## src/design/dpds_pkg.sv

```systemverilog
// Shared types, constants and tables of the DSI PLL divider search.
// Used by every other file of the project; depends on nothing.
package dpds_pkg;

    // Field widths.
    localparam int W_PCLK   = 20;
    localparam int W_LINK   = 25;
    localparam int W_CALC   = 21;
    localparam int W_M      = 7;
    localparam int W_P      = 3;
    localparam int W_ONEHOT = 5;
    localparam int W_NFIELD = 2;
    localparam int W_SEED   = 9;
    localparam int W_LANES  = 3;
    localparam int W_FMT    = 2;
    localparam int W_CFG    = 3;
    localparam int W_CFGIDX = 2;
    localparam int W_BPP    = 5;

    // Configuration register indexes.
    localparam logic [W_CFGIDX-1:0] REG_PLATFORM     = 2'd0;
    localparam logic [W_CFGIDX-1:0] REG_PIXEL_FORMAT = 2'd1;
    localparam logic [W_CFGIDX-1:0] REG_LANE_COUNT   = 2'd2;

    // Pixel format codes that change the bit count.
    localparam logic [W_FMT-1:0] FMT_RGB666_PACKED = 2'd2;
    localparam logic [W_FMT-1:0] FMT_RGB565        = 2'd3;

    localparam logic [W_BPP-1:0] BPP_24 = 5'd24;
    localparam logic [W_BPP-1:0] BPP_18 = 5'd18;
    localparam logic [W_BPP-1:0] BPP_16 = 5'd16;

    localparam logic [W_LANES-1:0] LANES_RESET = 3'd4;

    // Link clock window in kHz.
    localparam logic [W_LINK-1:0] LINK_MIN_KHZ = 25'd300000;
    localparam logic [W_LINK-1:0] LINK_MAX_KHZ = 25'd1150000;

    // Reference over n is 25000 kHz on both platforms (25000/1 and 100000/4).
    localparam int REF_PER_N = 25000;

    localparam logic [W_M-1:0] M_LO_PLAT0 = 7'd62;
    localparam logic [W_M-1:0] M_HI_PLAT0 = 7'd92;
    localparam logic [W_M-1:0] M_LO_PLAT1 = 7'd70;
    localparam logic [W_M-1:0] M_HI_PLAT1 = 7'd96;

    localparam logic [W_NFIELD-1:0] NFIELD_PLAT0 = 2'd0;
    localparam logic [W_NFIELD-1:0] NFIELD_PLAT1 = 2'd2;

    // Post divider range, one search cell for each value.
    localparam int P_MIN = 2;
    localparam int NCELL = 5;

    // LFSR seeds of m, starting at m = 62.
    localparam logic [W_M-1:0] SEED_BASE  = 7'd62;
    localparam int             SEED_DEPTH = 39;
    localparam int             W_SEEDIDX  = $clog2(SEED_DEPTH);
    localparam logic [W_SEED-1:0] SEED_TABLE [0:SEED_DEPTH-1] = '{
        9'd426, 9'd469, 9'd234, 9'd373, 9'd442, 9'd221, 9'd110, 9'd311, 9'd411,
        9'd461, 9'd486, 9'd243, 9'd377, 9'd188, 9'd350, 9'd175, 9'd343, 9'd427,
        9'd213, 9'd106, 9'd53,  9'd282, 9'd397, 9'd454, 9'd227, 9'd113, 9'd56,
        9'd284, 9'd142, 9'd71,  9'd35,  9'd273, 9'd136, 9'd324, 9'd418, 9'd465,
        9'd488, 9'd500, 9'd506
    };

    typedef enum logic [2:0] {
        S_IDLE,
        S_DIV,
        S_LOAD,
        S_SEARCH,
        S_REDUCE,
        S_DONE
    } t_state;

    // Control shared by all search cells.
    typedef struct packed {
        logic load;
        logic plat;
        logic run;
    } t_cell_ctl;

    // Best candidate travelling along the cell row.
    typedef struct packed {
        logic [W_CALC-1:0] err;
        logic [W_M-1:0]    m;
        logic [W_P-1:0]    p;
    } t_token;

    function automatic logic [W_BPP-1:0] bits_per_pixel(input logic [W_FMT-1:0] fmt);
        logic [W_BPP-1:0] bpp;
        priority if (fmt == FMT_RGB666_PACKED) begin
            bpp = BPP_18;
        end else if (fmt == FMT_RGB565) begin
            bpp = BPP_16;
        end else begin
            bpp = BPP_24;
        end
        return bpp;
    endfunction

endpackage

```

## src/design/dpds_div.sv

```systemverilog
// Bit-serial restoring divider for the link clock: one quotient bit per cycle.
// Depends on dpds_pkg.
module dpds_div (
    input  logic                          i_clk,
    input  logic                          i_rst_n,
    input  logic                          i_start,
    input  logic [dpds_pkg::W_LINK-1:0]   i_dividend,
    input  logic [dpds_pkg::W_LANES-1:0]  i_divisor,
    output logic                          o_done,
    output logic [dpds_pkg::W_LINK-1:0]   o_quotient
);

    localparam int W_CNT = $clog2(dpds_pkg::W_LINK);
    localparam logic [W_CNT-1:0] CNT_LAST = W_CNT'(dpds_pkg::W_LINK - 1);

    logic                         r_busy;
    logic                         r_done;
    logic [W_CNT-1:0]             r_cnt;
    logic [dpds_pkg::W_LINK-1:0]  r_quo;
    logic [dpds_pkg::W_LANES-1:0] r_rem;
    logic [dpds_pkg::W_LANES-1:0] r_den;

    logic [dpds_pkg::W_LANES:0]   w_trial;
    logic                         w_fit;
    logic [dpds_pkg::W_LANES-1:0] w_rem;

    // The remainder stays below the divisor, so the trial value fits one extra bit.
    always_comb begin
        w_trial = {r_rem, r_quo[dpds_pkg::W_LINK-1]};
        w_fit   = (w_trial >= {1'b0, r_den});
        if (w_fit) begin
            w_rem = dpds_pkg::W_LANES'(w_trial - {1'b0, r_den});
        end else begin
            w_rem = w_trial[dpds_pkg::W_LANES-1:0];
        end
    end

    always_ff @(posedge i_clk) begin
        if (!i_rst_n) begin
            r_busy <= 1'b0;
            r_done <= 1'b0;
            r_cnt  <= '0;
        end else begin
            r_done <= r_busy && (r_cnt == CNT_LAST);
            if (i_start) begin
                r_busy <= 1'b1;
                r_cnt  <= '0;
            end else if (r_busy) begin
                r_cnt <= r_cnt + W_CNT'(1);
                if (r_cnt == CNT_LAST) begin
                    r_busy <= 1'b0;
                end
            end
        end
    end

    always_ff @(posedge i_clk) begin
        if (i_start) begin
            r_quo <= i_dividend;
            r_rem <= '0;
            r_den <= i_divisor;
        end else if (r_busy) begin
            r_quo <= {r_quo[dpds_pkg::W_LINK-2:0], w_fit};
            r_rem <= w_rem;
        end
    end

    assign o_done     = r_done;
    assign o_quotient = r_quo;

endmodule

```

## src/design/dpds_cell.sv

```systemverilog
// One search cell: tracks floor(m * 25000 / P) for its own post divider P,
// keeps its best m, and merges its best into the token passed down the row.
// Depends on dpds_pkg.
module dpds_cell #(
    parameter int P = dpds_pkg::P_MIN
) (
    input  logic                         i_clk,
    input  dpds_pkg::t_cell_ctl          i_ctl,
    input  logic [dpds_pkg::W_CALC-1:0]  i_link,
    input  logic [dpds_pkg::W_M-1:0]     i_m,
    input  dpds_pkg::t_token             i_tok,
    output dpds_pkg::t_token             o_tok
);

    localparam int W_REM  = $clog2(P) + 1;
    localparam int STEP_Q = dpds_pkg::REF_PER_N / P;
    localparam int STEP_R = dpds_pkg::REF_PER_N % P;
    localparam int PROD0  = int'(dpds_pkg::M_LO_PLAT0) * dpds_pkg::REF_PER_N;
    localparam int PROD1  = int'(dpds_pkg::M_LO_PLAT1) * dpds_pkg::REF_PER_N;
    localparam int INIT_Q0 = PROD0 / P;
    localparam int INIT_R0 = PROD0 % P;
    localparam int INIT_Q1 = PROD1 / P;
    localparam int INIT_R1 = PROD1 % P;

    logic [dpds_pkg::W_CALC-1:0] r_q;
    logic [W_REM-1:0]            r_r;
    logic [dpds_pkg::W_CALC-1:0] r_best_err;
    logic [dpds_pkg::W_M-1:0]    r_best_m;
    dpds_pkg::t_token            r_tok;

    logic [W_REM-1:0]            w_rsum;
    logic                        w_wrap;
    logic [dpds_pkg::W_CALC-1:0] w_err;
    logic                        w_better;
    logic                        w_win;

    always_comb begin
        w_rsum = r_r + W_REM'(STEP_R);
        w_wrap = (w_rsum >= W_REM'(P));
        if (r_q > i_link) begin
            w_err = r_q - i_link;
        end else begin
            w_err = i_link - r_q;
        end
        w_better = (w_err < r_best_err);
        // Strict order on (error, m) keeps the first minimum in m-major order.
        w_win = (r_best_err < i_tok.err) ||
                ((r_best_err == i_tok.err) && (r_best_m < i_tok.m));
    end

    always_ff @(posedge i_clk) begin
        if (i_ctl.load) begin
            r_q        <= i_ctl.plat ? dpds_pkg::W_CALC'(INIT_Q1) : dpds_pkg::W_CALC'(INIT_Q0);
            r_r        <= i_ctl.plat ? W_REM'(INIT_R1) : W_REM'(INIT_R0);
            r_best_err <= '1;
            r_best_m   <= i_m;
        end else if (i_ctl.run) begin
            r_q <= r_q + dpds_pkg::W_CALC'(STEP_Q) + dpds_pkg::W_CALC'(w_wrap);
            r_r <= w_wrap ? (w_rsum - W_REM'(P)) : w_rsum;
            if (w_better) begin
                r_best_err <= w_err;
                r_best_m   <= i_m;
            end
        end
    end

    always_ff @(posedge i_clk) begin
        if (w_win) begin
            r_tok.err <= r_best_err;
            r_tok.m   <= r_best_m;
            r_tok.p   <= dpds_pkg::W_P'(P);
        end else begin
            r_tok <= i_tok;
        end
    end

    assign o_tok = r_tok;

endmodule

```

## src/design/dsi_pll_divider_search.sv

```systemverilog
// Top level of the DSI PLL divider search: configuration, sequencer, divider
// and the row of search cells. Depends on dpds_pkg, dpds_div and dpds_cell.

// Each item is a pixel clock in kHz and gives exactly one result. The link
// clock is pixel clock times bits per pixel over the lane count, rounded to
// nearest; a lane count of zero counts as one. A link clock outside 300000 to
// 1150000 kHz returns status 1 with all divider fields zero once the
// bit-serial divider (one quotient bit per cycle, 25 bits) has finished.
// Otherwise the search sweeps m over its platform range one value per cycle
// (31 values on platform 0, 27 on platform 1) while five cells, one per post
// divider 2 to 6, each compare their candidate against the link clock at
// once. A token then ripples through the five cells to pick the first minimum
// in m-major order. One item is worked on at a time; a new item is taken as
// soon as the previous result sits in the output register, even if the
// downstream side is still stalling it. Configuration writes are meant for
// idle periods only and take effect at once.
module dsi_pll_divider_search (
    input  logic                            i_clk,
    input  logic                            i_rst_n,
    // configuration
    input  logic                            i_cfg_we,
    input  logic [dpds_pkg::W_CFGIDX-1:0]   i_cfg_index,
    input  logic [dpds_pkg::W_CFG-1:0]      i_cfg_data,
    // input items
    input  logic                            i_in_valid,
    output logic                            o_in_stall,
    input  logic [dpds_pkg::W_PCLK-1:0]     i_pixel_clock_khz,
    // result items
    output logic                            o_out_valid,
    input  logic                            i_out_stall,
    output logic                            o_status,
    output logic [dpds_pkg::W_LINK-1:0]     o_link_clock_khz,
    output logic [dpds_pkg::W_M-1:0]        o_m_divider,
    output logic [dpds_pkg::W_P-1:0]        o_p_divider,
    output logic [dpds_pkg::W_ONEHOT-1:0]   o_post_div_onehot,
    output logic [dpds_pkg::W_NFIELD-1:0]   o_n_field,
    output logic [dpds_pkg::W_SEED-1:0]     o_m_seed
);

    localparam int W_CNT = $clog2(dpds_pkg::NCELL + 1);
    localparam logic [W_CNT-1:0] CNT_REDUCE = W_CNT'(dpds_pkg::NCELL);

    // Configuration registers.
    logic                          r_platform;
    logic [dpds_pkg::W_FMT-1:0]    r_pixel_format;
    logic [dpds_pkg::W_LANES-1:0]  r_lane_count;

    // Sequencer.
    dpds_pkg::t_state              r_state;
    dpds_pkg::t_state              n_state;
    logic [dpds_pkg::W_M-1:0]      r_m;
    logic [W_CNT-1:0]              r_cnt;

    // Result of the current item.
    logic [dpds_pkg::W_LINK-1:0]   r_link;
    logic                          r_status;
    logic [dpds_pkg::W_M-1:0]      r_res_m;
    logic [dpds_pkg::W_P-1:0]      r_res_p;

    // Output register.
    logic                          r_out_valid;
    logic                          n_out_valid;
    logic                          r_out_status;
    logic [dpds_pkg::W_LINK-1:0]   r_out_link;
    logic [dpds_pkg::W_M-1:0]      r_out_m;
    logic [dpds_pkg::W_P-1:0]      r_out_p;
    logic [dpds_pkg::W_ONEHOT-1:0] r_out_onehot;
    logic [dpds_pkg::W_NFIELD-1:0] r_out_nfield;
    logic [dpds_pkg::W_SEED-1:0]   r_out_seed;

    logic                          w_accept;
    logic                          w_div_start;
    logic                          w_div_done;
    logic [dpds_pkg::W_LINK-1:0]   w_quo;
    logic [dpds_pkg::W_LINK-1:0]   w_dividend;
    logic [dpds_pkg::W_LANES-1:0]  w_lanes;
    logic                          w_oor;
    logic                          w_out_load;
    logic [dpds_pkg::W_M-1:0]      w_m_lo;
    logic [dpds_pkg::W_M-1:0]      w_m_hi;
    dpds_pkg::t_cell_ctl           w_ctl;
    dpds_pkg::t_token              w_tok [0:dpds_pkg::NCELL];
    logic [dpds_pkg::W_M-1:0]      w_seed_off;
    logic [dpds_pkg::W_ONEHOT-1:0] w_onehot;

    // Configuration port.
    always_ff @(posedge i_clk) begin
        if (!i_rst_n) begin
            r_platform     <= 1'b0;
            r_pixel_format <= '0;
            r_lane_count   <= dpds_pkg::LANES_RESET;
        end else if (i_cfg_we) begin
            unique case (i_cfg_index)
                dpds_pkg::REG_PLATFORM:     r_platform     <= i_cfg_data[0];
                dpds_pkg::REG_PIXEL_FORMAT: r_pixel_format <= i_cfg_data[dpds_pkg::W_FMT-1:0];
                dpds_pkg::REG_LANE_COUNT:   r_lane_count   <= i_cfg_data;
                default: begin
                end
            endcase
        end
    end

    // Link clock numerator: bits per pixel is a constant of the format, and
    // half the lane count is added so the divider rounds to nearest.
    always_comb begin
        w_lanes    = (r_lane_count == '0) ? dpds_pkg::W_LANES'(1) : r_lane_count;
        w_dividend = dpds_pkg::W_LINK'(i_pixel_clock_khz)
                   * dpds_pkg::W_LINK'(dpds_pkg::bits_per_pixel(r_pixel_format))
                   + dpds_pkg::W_LINK'(w_lanes >> 1);
        w_m_lo     = r_platform ? dpds_pkg::M_LO_PLAT1 : dpds_pkg::M_LO_PLAT0;
        w_m_hi     = r_platform ? dpds_pkg::M_HI_PLAT1 : dpds_pkg::M_HI_PLAT0;
        w_oor      = (w_quo < dpds_pkg::LINK_MIN_KHZ) || (w_quo > dpds_pkg::LINK_MAX_KHZ);
    end

    dpds_div u_div (
        .i_clk      (i_clk),
        .i_rst_n    (i_rst_n),
        .i_start    (w_div_start),
        .i_dividend (w_dividend),
        .i_divisor  (w_lanes),
        .o_done     (w_div_done),
        .o_quotient (w_quo)
    );

    // The first cell sees a token that any real candidate beats.
    assign w_tok[0] = '{err: '1, m: '1, p: dpds_pkg::W_P'(dpds_pkg::P_MIN)};

    for (genvar k = 0; k < dpds_pkg::NCELL; k++) begin : g_cell
        dpds_cell #(
            .P (dpds_pkg::P_MIN + k)
        ) u_cell (
            .i_clk  (i_clk),
            .i_ctl  (w_ctl),
            .i_link (r_link[dpds_pkg::W_CALC-1:0]),
            .i_m    (r_m),
            .i_tok  (w_tok[k]),
            .o_tok  (w_tok[k+1])
        );
    end

    // Next state and control.
    always_comb begin
        n_state     = r_state;
        w_accept    = 1'b0;
        w_div_start = 1'b0;
        w_out_load  = 1'b0;
        w_ctl       = '{load: 1'b0, plat: r_platform, run: 1'b0};
        unique case (r_state)
            dpds_pkg::S_IDLE: begin
                if (i_in_valid) begin
                    w_accept    = 1'b1;
                    w_div_start = 1'b1;
                    n_state     = dpds_pkg::S_DIV;
                end
            end
            dpds_pkg::S_DIV: begin
                if (w_div_done) begin
                    n_state = w_oor ? dpds_pkg::S_DONE : dpds_pkg::S_LOAD;
                end
            end
            dpds_pkg::S_LOAD: begin
                w_ctl.load = 1'b1;
                n_state    = dpds_pkg::S_SEARCH;
            end
            dpds_pkg::S_SEARCH: begin
                w_ctl.run = 1'b1;
                if (r_m == w_m_hi) begin
                    n_state = dpds_pkg::S_REDUCE;
                end
            end
            dpds_pkg::S_REDUCE: begin
                if (r_cnt == CNT_REDUCE) begin
                    n_state = dpds_pkg::S_DONE;
                end
            end
            dpds_pkg::S_DONE: begin
                if (!(r_out_valid && i_out_stall)) begin
                    w_out_load = 1'b1;
                    n_state    = dpds_pkg::S_IDLE;
                end
            end
            default: begin
                n_state = dpds_pkg::S_IDLE;
            end
        endcase
        n_out_valid = (r_out_valid && i_out_stall) || w_out_load;
    end

    always_ff @(posedge i_clk) begin
        if (!i_rst_n) begin
            r_state     <= dpds_pkg::S_IDLE;
            r_out_valid <= 1'b0;
        end else begin
            r_state     <= n_state;
            r_out_valid <= n_out_valid;
        end
    end

    // Sweep counter, settle counter and the item's result.
    always_ff @(posedge i_clk) begin
        if (r_state == dpds_pkg::S_DIV && w_div_done) begin
            r_link   <= w_quo;
            r_status <= w_oor;
            r_m      <= w_m_lo;
        end
        if (r_state == dpds_pkg::S_SEARCH) begin
            r_m   <= r_m + dpds_pkg::W_M'(1);
            r_cnt <= '0;
        end
        if (r_state == dpds_pkg::S_REDUCE) begin
            r_cnt <= r_cnt + W_CNT'(1);
            if (r_cnt == CNT_REDUCE) begin
                r_res_m <= w_tok[dpds_pkg::NCELL].m;
                r_res_p <= w_tok[dpds_pkg::NCELL].p;
            end
        end
    end

    // Result fields; an out-of-range item carries only its link clock.
    always_comb begin
        w_seed_off = r_res_m - dpds_pkg::SEED_BASE;
        w_onehot   = dpds_pkg::W_ONEHOT'(1) << (r_res_p - dpds_pkg::W_P'(dpds_pkg::P_MIN));
    end

    always_ff @(posedge i_clk) begin
        if (w_out_load) begin
            r_out_status <= r_status;
            r_out_link   <= r_link;
            r_out_m      <= r_status ? '0 : r_res_m;
            r_out_p      <= r_status ? '0 : r_res_p;
            r_out_onehot <= r_status ? '0 : w_onehot;
            r_out_nfield <= r_status ? '0 :
                            (r_platform ? dpds_pkg::NFIELD_PLAT1 : dpds_pkg::NFIELD_PLAT0);
            r_out_seed   <= r_status ? '0 :
                            dpds_pkg::SEED_TABLE[w_seed_off[dpds_pkg::W_SEEDIDX-1:0]];
        end
    end

    assign o_in_stall        = (r_state != dpds_pkg::S_IDLE);
    assign o_out_valid       = r_out_valid;
    assign o_status          = r_out_status;
    assign o_link_clock_khz  = r_out_link;
    assign o_m_divider       = r_out_m;
    assign o_p_divider       = r_out_p;
    assign o_post_div_onehot = r_out_onehot;
    assign o_n_field         = r_out_nfield;
    assign o_m_seed          = r_out_seed;

`ifndef SYNTHESIS
    // A found divider pair always comes with a link clock inside the window.
    a_found_in_window: assert property (@(posedge i_clk) disable iff (!i_rst_n)
        (o_out_valid && !o_status) |->
        (o_link_clock_khz >= dpds_pkg::LINK_MIN_KHZ &&
         o_link_clock_khz <= dpds_pkg::LINK_MAX_KHZ))
        else $error("found dividers for an out-of-window link clock");

    a_p_range: assert property (@(posedge i_clk) disable iff (!i_rst_n)
        (o_out_valid && !o_status) |->
        (o_p_divider >= dpds_pkg::W_P'(dpds_pkg::P_MIN) && o_p_divider <= 3'd6 &&
         $onehot(o_post_div_onehot)))
        else $error("post divider out of range or one-hot field broken");

    a_m_range: assert property (@(posedge i_clk) disable iff (!i_rst_n)
        (o_out_valid && !o_status) |->
        (o_m_divider >= dpds_pkg::M_LO_PLAT0 && o_m_divider <= dpds_pkg::M_HI_PLAT1))
        else $error("feedback divider outside every platform range");

    // The divider only finishes while the sequencer waits for it.
    a_div_done_state: assert property (@(posedge i_clk) disable iff (!i_rst_n)
        w_div_done |-> (r_state == dpds_pkg::S_DIV))
        else $error("divider finished outside the divide phase");

    // Every accepted item is followed by the sequencer leaving idle.
    a_accept_starts: assert property (@(posedge i_clk) disable iff (!i_rst_n)
        w_accept |=> (r_state == dpds_pkg::S_DIV))
        else $error("accepted item did not start the divide");
`endif

endmodule

```

## config.mk

```make
export PLATFORM = sky130hd
export DESIGN_NAME = dsi_pll_divider_search
export DESIGN_NICKNAME = d
export VERILOG_FILES = /design/src/design/dpds_pkg.sv /design/src/design/dpds_div.sv /design/src/design/dpds_cell.sv /design/src/design/dsi_pll_divider_search.sv
export SDC_FILE = /design/constraint.sdc
export NUM_CORES = 2
export LEC_CHECK = 0
export BUFFER_PORTS_ARGS = -buffer_cell sky130_fd_sc_hd__buf_2
export CORE_MARGIN = 1
export CORE_UTILIZATION = 50
export CTS_BUF_LIST = sky130_fd_sc_hd__clkbuf_8 sky130_fd_sc_hd__clkbuf_16
export CTS_CLUSTER_DIAMETER = 30
export DETAILED_ROUTE_END_ITERATION = 7
export PLACE_DENSITY = 0.66
export SLEW_MARGIN = 20
export SYNTH_ARGS = -nofsm -noshare
export SYNTH_HDL_FRONTEND = slang
export SYNTH_SLANG_ARGS = --single-unit
```

## constraint.sdc

```tcl
create_clock -name i_clk -period 15.5 [get_ports i_clk]
set_input_delay 1.55 -clock i_clk [delete_from_list [all_inputs] [get_ports i_clk]]
set_output_delay 1.55 -clock i_clk [all_outputs]
set_load 0.005 [all_outputs]
```

== Yosys cells after proc, flatten, opt, wreduce, memory -nomap -nowiden ==
Memories as Yosys holds them, arrays and structs flattened. A register that Yosys moved wholly into a read port is not among the register bits.
Index checks and enable logic that the tools add are counted.
Storage, ports and cells
  bits of input ports: 30
  memories kept: 1
  RAM bits: 0
  register bits after elaboration: 530
  memory bits (read-only): 576
  latch bits: 0
Memories
  (name not given): depth 64, bits a word 9, rd ports 1, clocked after Yosys merged registers in 1, write ports 0, line dsi_pll_divider_search.sv:235  | dpds_pkg::SEED_TABLE[w_seed_off[dpds_pkg::W_SEEDIDX-1:0]];
Operators by class
  shift-type cells: 1
  mux-type cells: 76
  multiply operators: 1
  magnitude comparators: 28
  reduce and logical (&&, ||, !) cells: 47
  bitwise logic cells: 2
  $add $sub $neg: 34
  div/mod/pow operators: 0
  eq/ne operators: 22
Operator list (count)
  2-to-1 mux 21 bit: 15
  subtractor 21 bit: 10
  less-than comparator 21 bit: 9
  2-to-1 mux 7 bit: 18
  adder 21 x 1 -> 21 bit: 5
  greater-than comparator 21 bit: 5
  2-to-1 mux 31 bit: 3
  equality test 21 bit: 4
  adder 21 x 13 -> 21 bit, second input constant: 3
  2-to-1 mux 25 bit: 2
  adder 21 x 14 -> 21 bit, second input constant: 2
  2-to-1 mux 3 bit: 14
  2-to-1 mux 19 bit: 2
  AND reduction 2 bit: 17
  less-than comparator 7 bit: 4
  adder 25 x 2 -> 25 bit: 1
  greater-than comparator 25 x 21 -> 1 bit, second input constant: 1
  less-than comparator 25 x 19 -> 1 bit, second input constant: 1
  multiplier 20 x 5 -> 25 bit: 1
  equality test 21 bit, second input constant: 1
  less-than comparator 21 bit, second input constant: 1
  2-to-1 mux 20 bit: 1
  2-to-1 mux 4 bit: 5
  2-to-1 mux 18 bit: 1
  42 further kinds: 85

== Longest topological paths before layout ==
  depth after elaboration: 6
  mapped depth: 26
  gate-level depth less buffers: 24

== Modules after synthesis ==
From an unflattened synthesis, not the netlist that was laid out.
Second synthesis, totals
  cells, all modules: 4473
  area, all modules: 41733.8 um^2
Modules (own cells, without submodules)
  dpds_cell at g_cell[1].u_cell: times used 1, cells an instance 818, seq. area each 1971.9 um^2, area each 6921.6 um^2
  dsi_pll_divider_search: times used 1, cells an instance 602, seq. area each 3113.0 um^2, area each 6880.3 um^2
  dpds_cell at g_cell[4].u_cell: times used 1, cells an instance 756, seq. area each 1971.9 um^2, area each 6730.2 um^2
  dpds_cell at g_cell[3].u_cell: times used 1, cells an instance 728, seq. area each 1961.9 um^2, area each 6550.0 um^2
  dpds_cell at g_cell[0].u_cell: times used 1, cells an instance 727, seq. area each 1901.8 um^2, area each 6531.3 um^2
  dpds_cell at g_cell[2].u_cell: times used 1, cells an instance 722, seq. area each 1901.8 um^2, area each 6421.2 um^2
  dpds_div: times used 1, cells an instance 120, seq. area each 1041.0 um^2, area each 1699.1 um^2

== Worst setup path after synthesis ==
Ideal clock, no wire load.
  path type: flip-flop to flip-flop
  start: register r_link[1] (netlist name)
  end: register g_cell[3].u_cell.r_best_m[0] (netlist name) (enable)
  stages on the path, launching flop included: 21
  slack: 10013 ps
  path buffers: 2
  arrival: 5180 ps
  period minus slack after synthesis: 5487 ps
  cell sequence: edfxtp_1 > inv_1 > ha_1 > nor2b_1 > o21a_1 > o21ai_0 > a31oi_1 > o31a_1 > nand2_1 > buf_2 > mux2i_1 > o221ai_1 > xnor2_1 > ha_1 > or4_1 > a21oi_1 > a31o_2 > a21oi_1 > nor3_1 > clkbuf_1 > or2_2
On the way
  word-level cells in the longest chain between the ends: 5
  elaborated cells on any way between the ends: 7
  those cells by class: 2 x add/sub; 2 x order compare; 1 x mux; 2 x reduce/logical
RTL lines
  from (decl): line dsi_pll_divider_search.sv:55  | logic [dpds_pkg::W_LINK-1:0] r_link;
  from (signal assigned): line dsi_pll_divider_search.sv:202  | r_link <= w_quo;
  subtractor 21 bit (tied with other cells): line dpds_cell.sv:43  | w_err = i_link - r_q;
  2-to-1 mux 21 bit (*): line dpds_cell.sv:40  | if (r_q > i_link) begin
  via g_cell[3].u_cell.w_err, one bit: line dpds_cell.sv:33  | logic [dpds_pkg::W_CALC-1:0] w_err;
  less-than comparator 21 bit (*): line dpds_cell.sv:45  | w_better = (w_err < r_best_err);
  nonzero test 2 bit (no source line) (*)
  AND reduction 2 bit (no source line) (*)
  to (signal assigned): line dpds_cell.sv:56  | r_best_m <= i_m;
  to (signal assigned): line dpds_cell.sv:62  | r_best_m <= i_m;
  to (decl): line dpds_cell.sv:28  | logic [dpds_pkg::W_M-1:0] r_best_m;
Mark *: on every way through the listed nets, which the timed path passes. The rest lies on a longest branch.
A chain may end at the register's enable or synchronous reset.

== Final worst setup path ==
  start: register r_link[2] (netlist name)
  end: register g_cell[0].u_cell.r_best_m[2] (netlist name) (enable)
On the way
  word-level cells in the longest chain between the ends: 5
  elaborated cells on any way between the ends: 7
  those cells by class: 2 x add/sub; 2 x order compare; 1 x mux; 2 x reduce/logical
RTL lines (line)
  subtractor 21 bit (tied with other cells): dpds_cell.sv:43
  2-to-1 mux 21 bit (*): dpds_cell.sv:40
  via g_cell[0].u_cell.w_err, one bit: dpds_cell.sv:33
  less-than comparator 21 bit (*): dpds_cell.sv:45
  nonzero test 2 bit (no source line) (*)
  AND reduction 2 bit (no source line) (*)
  to (signal assigned): dpds_cell.sv:56
  to (signal assigned): dpds_cell.sv:62
  to (decl): dpds_cell.sv:28
Marked as above.

==> flow_summary.toml <==
[global_route]
grt_max_degree = 66
grt_pass1_wl_um = 176000
first_global_vias = 29900
overflow = 0
grt_usage_pct = 29.3
antenna_found_initial = 1

[power]
p_int_mw = 3.32
p_per_area_mw_per_mm2 = 101
finalPower_mw = 4.42
seqPwrFrac_pct = 36.8
switchingPower_mw = 1.10
peakVddDrop_mv = 0.0927
swShare_pct = 24.9
power_frac_comb_pct = 6.5
pwr-share-clk_pct = 56.7
p_leak_nw = 20.8

[sta]
min_period_ps = 6820
finalWorstSetupSlack_ps = 8680
fin_crit_sh_pct = 44.0
whs_ps = 338
finClkSkew_ps = 55.8
setup_viol = 0
rsz0062_at_grt = "false"
tightest_slew_ps = 1000
finalSetupTns_ps = 0
hold_viol = 0
fmax_mhz = 147
relSlewSlack_pct = 33.0
slew_viol_final = 0

[drt]
wl_um = 115000
drtAntennaViolNets = 0
via_per_inst = 5.80
vias = 31600
dr.pass1.iters = 6
drc = 0
wl_per_cell_um = 21.2
drtIter0Drc = 2664

[cts]
cts_setup_buffers = 0
cts_root_buf = "clkbuf_16"
clkSinkCount = 531
tritoncts = "yes"
htree_levels = 3
clk_path_buf_depth = 3
clkTransAtPathRegs_ps = 60
cts_made_buffers = 115
cts.repair.resized = 0
insertion_delay_ps = 690
hold_buffers = 0

[synthesis]
yosys.area_share.xor_xnor_pct = 4.94
synth_area_leader_cell = "edfxtp_1"
synth.avg_cell_area_um2 = 9.00
muxShareOfSynthArea_pct = 4.79
yosysSeqAreaShare_pct = 34.7
synth_fa_ha_area_share_pct = 18.1
yosysWarnings = 0
synth_ff_type = "edfxtp_1"
synth_compound_area_share_pct = 18.0
synth_top_family_by_area = "adder cells"
synth_edf_count = 271
ys_seq_elements = 531
netlist_instances = 4272
async_flop_share_pct = 0
yosys.area.top_type_share_pct = 21.2
yosys.area_share.simple_pct = 12.5
syn_area_mm2 = 0.0384
syn_nets = 4842
synthTopCellsByArea = "edfxtp_1 (21%), ha_1 (17%), dfxtp_1 (14%), inv_1 (4.8%), a21oi_1 (4.1%)"
yosysUniqueCellTypes = 82

[layout]
layout-area-overhead-vs-synth_pct = 13.9
final_cell_count_no_fill = 5441
drive_gt1_share_pct = 10.3
fillers = 6710
multi_input_area_mm2 = 0.0225
layout.nets = 4879
final_cell_mix = "ha_1 (512), inv_1 (498), nand2_1 (392)"
final_common_cell = "ha_1"
seqCellArea_mm2 = 0.0133

[floorplan]
fp-row-count = 101
die_w_um = 279
io_pins = 84
die_area_mm2 = 0.0780
die_height_um = 279
core_mm2 = 0.0759
start_util_pct = 50.6

[critical_path]
worstPathRequired_ps = 15840
crit_fanout = 20
cp.arrival_ps = 7160
crit_type = "reg2reg"
critPathLaunchType = "register"
cp-end-kind = "register"

[place]
pre_cts_ws_ps = 8860
dp_hpwl_um = 88600
gp_congestion = 0.960
placed_cells = 5222
port_buffers = 82

[min_path]
min_path_type = "reg2reg"

[run]
maxCapViolCount = 0

[run_status]
outcome = "finished clean"
-- metrics by stage --
stage | cell area (um2) | utilization (%)
2_1_floorplan | 38400 | -
3_3_place_gp | 39700 | 52.2
3_5_place_dp | 39700 | 52.2
5_1_grt | 43800 | 57.6
6_report | 43800 | 57.6
4_1_cts | 43800 | 57.6
-- power by group through the flow --
stage          clock, mW  sequential [mW]  combinational (mW)
6_report            2.51             1.63               0.287
5_1_grt             2.61             1.63               0.327
4_1_cts             2.54             1.63               0.290
3_5_place_dp           0             1.65               0.287
3_3_place_gp           0             1.65               0.285
2_1_floorplan          0             1.62               0.214
-- cells by family after synthesis --
kind of cell    Yosys count
flops                   531
mux                     173
xor+xnor                217
buf+inv                 690
other cells               1
simple gates           1027
compound gates         1093
fa+ha+maj               540
-- area by class of cell --
cell class                      count  area share, %
Inverter                          490           4.21
Antenna cell                        1        0.00572
Sequential cell                   531           30.5
Multi-Input combinational cell   3051           51.4
Clock buffer                      128           7.09
Clock inverter                     90           2.24
Timing Repair Buffer              120           1.59
Tap cell                         1030           2.94
-- worst max-delay path: stages (launching register included) --
cell,delay (ps)
edfxtp_1,630
inv_1,310
ha_1,310
o31a_1,340
o21ai_2,200
o31ai_2,120
o41ai_4,770
buf_4,420
mux2i_1,120
a221o_1,340
a31oi_1,220
xnor2_1,210
ha_1,310
o21ai_0,70
o21ai_0,90
o211ai_1,100
a21oi_1,80
or3_1,320
a31oi_1,170
o21ai_0,170
a211oi_4,490
buf_4,340
or2_2,320
-- registers in the layout, summed over array words and instances, names as in the netlist, 2 cells and up --
name                      count
r_res_m                       7
u_div.r_rem                   3
u_div.r_den                   3
g_cell.u_cell.o_tok         129
u_div.o_quotient             25
o_link_clock_khz             25
r_cnt                         3
g_cell.u_cell.r_r            12
r_link                       25
g_cell.u_cell.r_best_err    105
r_state                       3
o_post_div_onehot             5
u_div.r_cnt                   5
o_p_divider                   3
r_pixel_format                2
g_cell.u_cell.r_best_m       35
g_cell.u_cell.r_q           105
o_m_divider                   7
r_lane_count                  3
r_m                           7
o_m_seed                      9
r_res_p                       3
-- cell usage after synthesis (50+ instances only) --
master and count:
xor2_1 59, mux2_2 88, nor2_1 224, clkbuf_1 141
xnor2_1 158, nand4_1 66, dfxtp_1 260, nor3_1 50
mux2i_1 85, a21o_1 180, a211oi_1 55, ha_1 512
a21oi_1 313, nand2_1 392, inv_1 488, o21ai_0 263
nor2b_1 69, nand3_1 70, edfxtp_1 271
-- layer usage --
metal	GRT usage [%]	vias up	part of all wire, %
met5	0	-	0.011
met3	4.13	215	6.7
met1	39.3	15100	44
li1	-	15100	-
met4	11.9	2	3.8
met2	47.2	1133	46
-- path summary, 6_finish.rpt --
| kind | startpoint | to | slack [ps] | cells after the start |
|---|---|---|---|---|
| max reg2reg | r_link[2] | g_cell[0].u_cell.r_best_m[2] | 8680 | 22 |
| min | g_cell[0].u_cell.r_best_m[4] | g_cell[0].u_cell.o_tok[7] | 340 | 0 |
| min reg2reg | g_cell[0].u_cell.r_best_m[4] | g_cell[0].u_cell.o_tok[7] | 340 | 0 |
| max | r_link[2] | g_cell[0].u_cell.r_best_m[2] | 8680 | 22 |
Note: power is estimated with default switching activity, not from simulation.
